### src/hdl/spq_pkg.sv
// Package for the sorted priority queue: shared widths, operation codes
// and the control struct that travels from the top level to each cell.
// No dependencies.
`default_nettype none

package spq_pkg;

    localparam int DATA_W        = 32;
    localparam int OCC_W         = 5;
    localparam int DEFAULT_DEPTH = 16;

    typedef enum logic {
        OP_PUSH = 1'b0,
        OP_POP  = 1'b1
    } t_op;

    typedef struct packed {
        logic push;   // insert the broadcast value this cycle
        logic pop;    // shift every entry one place towards the head
    } t_cell_ctl;

endpackage

`default_nettype wire

### src/hdl/sorted_priority_queue_core.sv
// Top level of the sorted priority queue: chain of spq_cell instances,
// entry counter and registered result stage.
// Depends on spq_pkg and spq_cell.
`default_nettype none

// Ascending priority queue of signed 32-bit values held in sorted order in a
// row of QUEUE_DEPTH cells. A push (tuser = 0) inserts tdata ahead of every
// stored entry greater than or equal to it, so the newest of equal values
// leaves first; a pop (tuser = 1) removes the smallest entry. Every input
// transaction yields exactly one output transaction carrying the popped
// value, a valid flag, an empty flag (pop on an empty queue), a full flag
// (push dropped because the queue was full) and the occupancy after the
// operation, low five bits only. One transaction is taken per clock while
// tready is high: each cell compares its entry with the broadcast value and
// looks only at its left neighbour's flag, so an insert or a pop completes
// in the cycle it is accepted and its result goes into the output register.
// The sustained rate is set by the output register alone: tready drops only
// while a result is held and not taken. Stored entries have no reset; the
// counter alone says which cells hold data.
module sorted_priority_queue_core #(
    parameter int QUEUE_DEPTH = spq_pkg::DEFAULT_DEPTH
) (
    input  wire         i_clk,
    input  wire         i_rst_n,
    input  wire         s_axis_tvalid,
    output logic        s_axis_tready,
    input  wire  [31:0] s_axis_tdata,   // [31:0] value
    input  wire  [0:0]  s_axis_tuser,   // [0] op
    output logic        m_axis_tvalid,
    input  wire         m_axis_tready,
    output logic [39:0] m_axis_tdata,   // [31:0] popped_value, [36:32] occupancy
    output logic [2:0]  m_axis_tuser    // [0] popped_valid, [1] empty_error,
                                        // [2] full_error
);
    import spq_pkg::*;

    localparam int COUNT_W = $clog2(QUEUE_DEPTH + 1);

    t_cell_ctl                 cell_ctl;
    logic signed [DATA_W-1:0]  in_value;
    logic                      accept;
    logic                      is_pop;
    logic                      do_push;
    logic                      do_pop;
    logic                      is_full;
    logic                      is_empty;

    logic        [QUEUE_DEPTH-1:0] cell_flag;
    logic signed [DATA_W-1:0]      cell_data [QUEUE_DEPTH];

    logic [COUNT_W-1:0] r_count;
    logic [COUNT_W-1:0] n_count;
    logic [31:0]        count_ext;

    logic              r_out_valid;
    logic [DATA_W-1:0] r_popped_value;
    logic [OCC_W-1:0]  r_occupancy;
    logic              r_popped_valid;
    logic              r_empty_error;
    logic              r_full_error;

    // accept whenever the output register is free or being emptied
    assign s_axis_tready = !r_out_valid || m_axis_tready;
    assign accept        = s_axis_tvalid && s_axis_tready;
    assign is_pop        = (t_op'(s_axis_tuser[0]) == OP_POP);
    assign in_value      = s_axis_tdata;

    assign is_full  = (r_count == COUNT_W'(QUEUE_DEPTH));
    assign is_empty = (r_count == '0);
    assign do_push  = accept && !is_pop && !is_full;
    assign do_pop   = accept && is_pop && !is_empty;

    assign cell_ctl.push = do_push;
    assign cell_ctl.pop  = do_pop;

    // chain of cells; head of the queue sits in cell 0
    for (genvar g = 0; g < QUEUE_DEPTH; g++) begin : g_cell
        spq_cell #(
            .IDX     (g),
            .COUNT_W (COUNT_W)
        ) u_cell (
            .i_clk        (i_clk),
            .i_ctl        (cell_ctl),
            .i_value      (in_value),
            .i_count      (r_count),
            .i_left_flag  ((g == 0) ? 1'b0 : cell_flag[(g == 0) ? 0 : g - 1]),
            .i_left_data  (cell_data[(g == 0) ? 0 : g - 1]),
            .i_right_data (cell_data[(g == QUEUE_DEPTH - 1) ? g : g + 1]),
            .o_flag       (cell_flag[g]),
            .o_data       (cell_data[g])
        );
    end

    always_comb begin
        n_count = r_count;
        if (do_push) begin
            n_count = r_count + COUNT_W'(1);
        end else if (do_pop) begin
            n_count = r_count - COUNT_W'(1);
        end
    end

    assign count_ext = 32'(n_count);

    always_ff @(posedge i_clk) begin
        if (!i_rst_n) begin
            r_count     <= '0;
            r_out_valid <= 1'b0;
        end else begin
            r_count <= n_count;
            if (accept) begin
                r_out_valid <= 1'b1;
            end else if (m_axis_tready) begin
                r_out_valid <= 1'b0;
            end
        end
    end

    // result payload: hold until the next accepted transaction
    always_ff @(posedge i_clk) begin
        if (accept) begin
            r_popped_value <= do_pop ? cell_data[0] : '0;
            r_popped_valid <= do_pop;
            r_empty_error  <= is_pop && is_empty;
            r_full_error   <= !is_pop && is_full;
            r_occupancy    <= count_ext[OCC_W-1:0];
        end
    end

    assign m_axis_tvalid = r_out_valid;
    assign m_axis_tdata  = {3'b000, r_occupancy, r_popped_value};
    assign m_axis_tuser  = {r_full_error, r_empty_error, r_popped_valid};

    a_count_bound : assert property (@(posedge i_clk) disable iff (!i_rst_n)
        r_count <= COUNT_W'(QUEUE_DEPTH))
        else $error("entry count beyond queue depth");

    a_push_grows : assert property (@(posedge i_clk) disable iff (!i_rst_n)
        do_push |=> r_count == $past(r_count) + COUNT_W'(1))
        else $error("accepted push did not grow the count");

    a_pop_shrinks : assert property (@(posedge i_clk) disable iff (!i_rst_n)
        do_pop |=> r_count == $past(r_count) - COUNT_W'(1))
        else $error("accepted pop did not shrink the count");

    a_flags_exclusive : assert property (@(posedge i_clk) disable iff (!i_rst_n)
        r_out_valid |-> $countones(m_axis_tuser) <= 1)
        else $error("more than one result flag set");

    a_empty_zero : assert property (@(posedge i_clk) disable iff (!i_rst_n)
        (r_out_valid && r_empty_error) |-> (r_popped_value == '0 && r_occupancy == '0))
        else $error("empty pop reported data or occupancy");

endmodule

`default_nettype wire

### src/hdl/spq_cell.sv
// One storage cell of the sorted chain: holds a single entry and decides
// its next value from its own compare, its left flag and its neighbours.
// Depends on spq_pkg.
`default_nettype none

module spq_cell #(
    parameter int IDX     = 0,
    parameter int COUNT_W = 5
) (
    input  wire                              i_clk,
    input  wire spq_pkg::t_cell_ctl          i_ctl,
    input  wire signed [spq_pkg::DATA_W-1:0] i_value,
    input  wire        [COUNT_W-1:0]         i_count,
    input  wire                              i_left_flag,
    input  wire signed [spq_pkg::DATA_W-1:0] i_left_data,
    input  wire signed [spq_pkg::DATA_W-1:0] i_right_data,
    output logic                             o_flag,
    output logic signed [spq_pkg::DATA_W-1:0] o_data
);
    import spq_pkg::*;

    logic signed [DATA_W-1:0] r_data;
    logic signed [DATA_W-1:0] n_data;
    logic                     occupied;

    // an empty cell counts as holding plus infinity, so flags stay monotonic
    assign occupied = COUNT_W'(IDX) < i_count;
    assign o_flag   = !occupied || (r_data >= i_value);
    assign o_data   = r_data;

    always_comb begin
        n_data = r_data;
        if (i_ctl.push && o_flag) begin
            // first flagged cell takes the new value, the rest shift right
            n_data = i_left_flag ? i_left_data : i_value;
        end else if (i_ctl.pop) begin
            n_data = i_right_data;
        end
    end

    always_ff @(posedge i_clk) begin
        r_data <= n_data;
    end

endmodule

`default_nettype wire

### config.mk
export PLATFORM = sky130hd
export DESIGN_NAME = sorted_priority_queue_core
export DESIGN_NICKNAME = d
export VERILOG_FILES = /design/src/hdl/spq_pkg.sv /design/src/hdl/sorted_priority_queue_core.sv /design/src/hdl/spq_cell.sv
export SDC_FILE = /design/constraint.sdc
export NUM_CORES = 2
export LEC_CHECK = 0
export ABC_AREA = 1
export BUFFER_PORTS_ARGS = -buffer_cell sky130_fd_sc_hd__buf_2
export CAP_MARGIN = 10
export CELL_PAD_IN_SITES_DETAIL_PLACEMENT = 0
export CELL_PAD_IN_SITES_GLOBAL_PLACEMENT = 1
export CORE_ASPECT_RATIO = 1.25
export CORE_MARGIN = 5
export CORE_UTILIZATION = 52
export CTS_CLUSTER_DIAMETER = 80
export DETAILED_ROUTE_END_ITERATION = 10
export PLACE_DENSITY_LB_ADDON = 0.1
export SLEW_MARGIN = 20
export SYNTH_ARGS = -nofsm -noshare
export SYNTH_HDL_FRONTEND = slang
export SYNTH_SLANG_ARGS = --single-unit
export TNS_END_PERCENT = 50
### constraint.sdc
create_clock -name i_clk -period 6 [get_ports i_clk]
set_input_delay 0.3 -clock i_clk [delete_from_list [all_inputs] [get_ports i_clk]]
set_output_delay 0.3 -clock i_clk [all_outputs]
set_load 0.02 [all_outputs]
==> impl_results.md <==
- Signed area change from the synthesized netlist to the final layout: 7.69%
- Total of buffers placed on input and output ports: 78
- H-tree levels: 3
- Max Fclk: 231 MHz
- Routed Wire Length: 134,000 µm
- Fraction of synthesized cell area taken by the top area cell type: 38.5%
- Rows: 118
- Sum of internal, switching and leakage power: 13.0 mW
- Post-DR vias/cell: 5.58
- Maximum buffer depth of the clock tree: 3
- Number of cells on the worst reg-to-reg path: 12
- Post-route antenna net violation count: 0
- FF-to-FF End: g_cell[2].u_cell.o_data[3]$_DFFE_PP_
- Arrival time at the worst endpoint: 4.61 ns
- Finished Layout Cells: 6,799
- Final HPWL from detailed placement: 105,000 µm
- First-iteration detailed-routing DRC count: 2,616
- Gate count after technology mapping: 5,726
- Avg Cell Area, Syn: 7.51 µm²
- Number of resized instances in the post-cts repair step: 0
- Via count: 37,900
- Number of hold violations in the final report: 0
- Number of placed instances, taps included: 6,684
- Share of layout cells above drive strength 1: 6.21%
- DIE HEIGHT: 332 µm
- Combinational share of power: 28.9%
- Reg2reg setup slack: 1.74 ns
- Relative contribution of sequential cells to total power: 41.2%
- Final layout net count: 6,225
- Leakage dissipation: 23.1 nW
- Setup TNS: 0 ns
- Flip-flop and latch count after synthesis: 558
- Classification of the worst-slack hold path: in -> reg
- Type of the setup path with the least slack: in -> reg
- Number of buffers added by the clock tree synthesis step: 66
- Post-detailed-route DRC marker count: 0
- Power density of the placed cells: 281 nW/µm²
- Pin count of the biggest net entering global routing: 65
- Sort of element at the start of the critical path: primary input
- Antenna violations before repair: 2
- Most frequently used flop master after synthesis: edfxtp_1
- Async S/R FF share, synth: 0%
- I/O pins: 82
- Internal portion of total power: 8.33 mW
- Share of the clock period used by the worst path after layout: 72.2%
- Via count of the first global-routing pass: 37,400
- Net switching power: 4.68 mW
- Number of iterations in the first detailed-routing pass: 6
- Source-to-sink clock delay at the later pin of the worst-skew pair: 0.63 ns
- Number of setup violations in the final report: 0
- Netlist cell types: 39
- Endpoint required time on the critical path: 6.28 ns
- Final weighted congestion in routability-driven placement: 0.882
- Buffer type at the clock tree root: clkbuf_16
- Combined area of all synthesized cells: 43,000 µm²
- Unrepaired setup endpoints after global routing: false
- Initial standard-cell utilization of the core: 52.1%
- Crit path max fanout: 33
- Fraction of power spent switching nets: 36.0%
- GRT Total Usage: 29.3%
- Worst hold margin: 0.0512 ns
- Reg2Reg Launch Point: r_count[4]$_SDFF_PN0_
- # hold bufs at CTS: 1
- Clock tree from TritonCTS: done
- Count of flip-flops with a built-in enable after synthesis: 552
- Global-route wire length before repair: 210,000 µm
- Post-CTS Setup Bufs: 0
- Total overflow reported by the global router: 0
- Maxcap violations: 0
- Clock group share of total power: 29.9%
- Status: finished clean
- Worst clock skew on the final layout: 0.0204 ns
- Worst Hold Depth: 2
- Hold path endpoint: r_full_error$_DFFE_PP_
- Core footprint: 82,500 µm²
- Actual transition at the worst max-transition pin: 1.07 ns
- Max-slew headroom at the worst pin: 28.7%
- Top cells by area, synth: edfxtp_1 (39%), nand2_1 (25%), ha_1 (15%), nand4_1 (6.9%), a21oi_1 (2.7%)
- Maximum VDD drop: 0.211 mV
- Shortest clock period the worst path allows after layout: 4.33 ns
- Register clock-pin slew on the reported worst setup and hold paths: 0.06 ns
- Synth warnings: 0
- CP Capture Type: flop
- Die X: 267 µm
- Min-Delay Startpoint: s_axis_tuser
- Clk sink count: 558
- Share of the yosys chip area belonging to registers: 38.8%
- Wire per inst: 19.7 µm
- Library cell occupying the most area in the post-synthesis netlist: edfxtp_1
- Most frequent cells after synthesis: nand2_1 (2,913), edfxtp_1 (552), ha_1 (515), nand4_1 (476), a21oi_1 (236)
- Most common cell in the synthesized netlist: nand2_1
- Number of max-slew violations in the final report: 0
- Die area: 88,600 µm²
## critical path, cell delays in order
cell,delay [ns]
buf_2,0.43
inv_1,0.53
ha_1,0.54
nand2_1,0.09
nor2_1,0.14
nand2_1,0.12
nor3_1,0.36
a31oi_2,0.14
buf_4,0.28
nand3_2,0.11
buf_4,0.35
nand2_2,0.31
nand2_1,0.44
buf_4,0.43
## routing by layer
metal,global-route usage [%],part of all wire (%),vias to the layer above
met1,33.8,40,17500
met3,3.14,4.3,271
met2,55.2,52,999
met5,0,0,-
met4,11.3,3.9,0
li1,-,-,19200
## through the flow
stage,area (µm²),utilization (%),setup WS [ns]
floorplan,43000,-,2.25
global placement,44300,53.7,1.15
detailed placement,44300,53.7,1.06
CTS,46300,56.1,1.72
global route,46300,56.1,1.46
finish,46300,56.1,1.67
## worst max-delay path by stage
stage	startpoint	endpoint	slack, ns
5_1_grt	s_axis_tdata[31]	g_cell[2].u_cell.o_data[4]$_DFFE_PP_	1.46
3_5_place_dp	s_axis_tdata[31]	g_cell[2].u_cell.o_data[3]$_DFFE_PP_	1.06
6_report	s_axis_tdata[31]	g_cell[2].u_cell.o_data[3]$_DFFE_PP_	1.67
3_3_place_gp	s_axis_tdata[31]	g_cell[2].u_cell.o_data[3]$_DFFE_PP_	1.15
4_1_cts	s_axis_tdata[31]	g_cell[2].u_cell.o_data[3]$_DFFE_PP_	1.72
2_1_floorplan	s_axis_tdata[15]	g_cell[15].u_cell.o_data[0]$_DFFE_PP_	2.25
## state kept, by name, summed over array words and instances, names as in the netlist
| register | flops |
|---|---|
| r_popped_value | 32 |
| r_occupancy | 5 |
| g_cell.u_cell.o_data | 512 |
| r_empty_error | 1 |
| r_count | 5 |
| r_popped_valid | 1 |
| m_axis_tvalid | 1 |
| r_full_error | 1 |
## cells by family (layout without fill, tap and decap cells)
kind of cell / count (synthesis) / in the layout / share of synthesized area [%]
XOR/XNOR: 3 / 3 / 0.0611
AO/OA/AOI/OAI: 399 / 399 / 4.97
adder cells (fa/ha/maj): 515 / 515 / 15.0
buffers and inverters: 564 / 554 / 5.45
flip-flops: 558 / 558 / 38.8
AND/OR/NAND/NOR: 3686 / 3686 / 35.7
other: 1 / 4 / 0.00872
## area by class of cell
cell class	instances	area, µm²
clock inverters	27	150
well taps	1080	1350
inverters	249	935
fillers	7996	36200
repair buffers	192	1300
multi-input cells	4606	24000
diodes	1	2.50
flip-flops and latches	558	16700
clock buffers	86	1830
## power groups by stage
stage / sequential, mW / combinational, mW / clock, mW
after CTS: 5.36 / 3.75 / 3.97
after global placement: 5.43 / 3.68 / 0
after global routing: 5.41 / 4.27 / 4.12
after floorplan: 5.31 / 2.67 / 0
after detailed placement: 5.44 / 3.73 / 0
final: 5.36 / 3.76 / 3.89
## cell usage in the layout (no fill, tap or decap), drive strengths merged
cell type	synthesis	final
nor4	10	10
nor3b	1	1
nor2	191	191
a211oi	1	1
o21ai	106	106
ha	515	515
nand4	476	476
buf	156	191
or2	1	1
xor2	3	3
o31ai	1	1
conb	1	3
edfxtp	552	552
dfxtp	6	6
a22o	1	1
inv	249	250
nand2	2928	2928
a22oi	1	1
nand3	63	63
a21boi	2	2
and3	1	1
nand3b	1	1
a21oi	237	237
dlygate4sd3	0	1
o211ai	1	1
o21a	30	30
clkbuf	159	86
nor3	14	14
bufinv	0	1
a31oi	5	5
a21o	14	14
diode	0	1
clkinv	0	25
(Power assumes the default switching activity.)
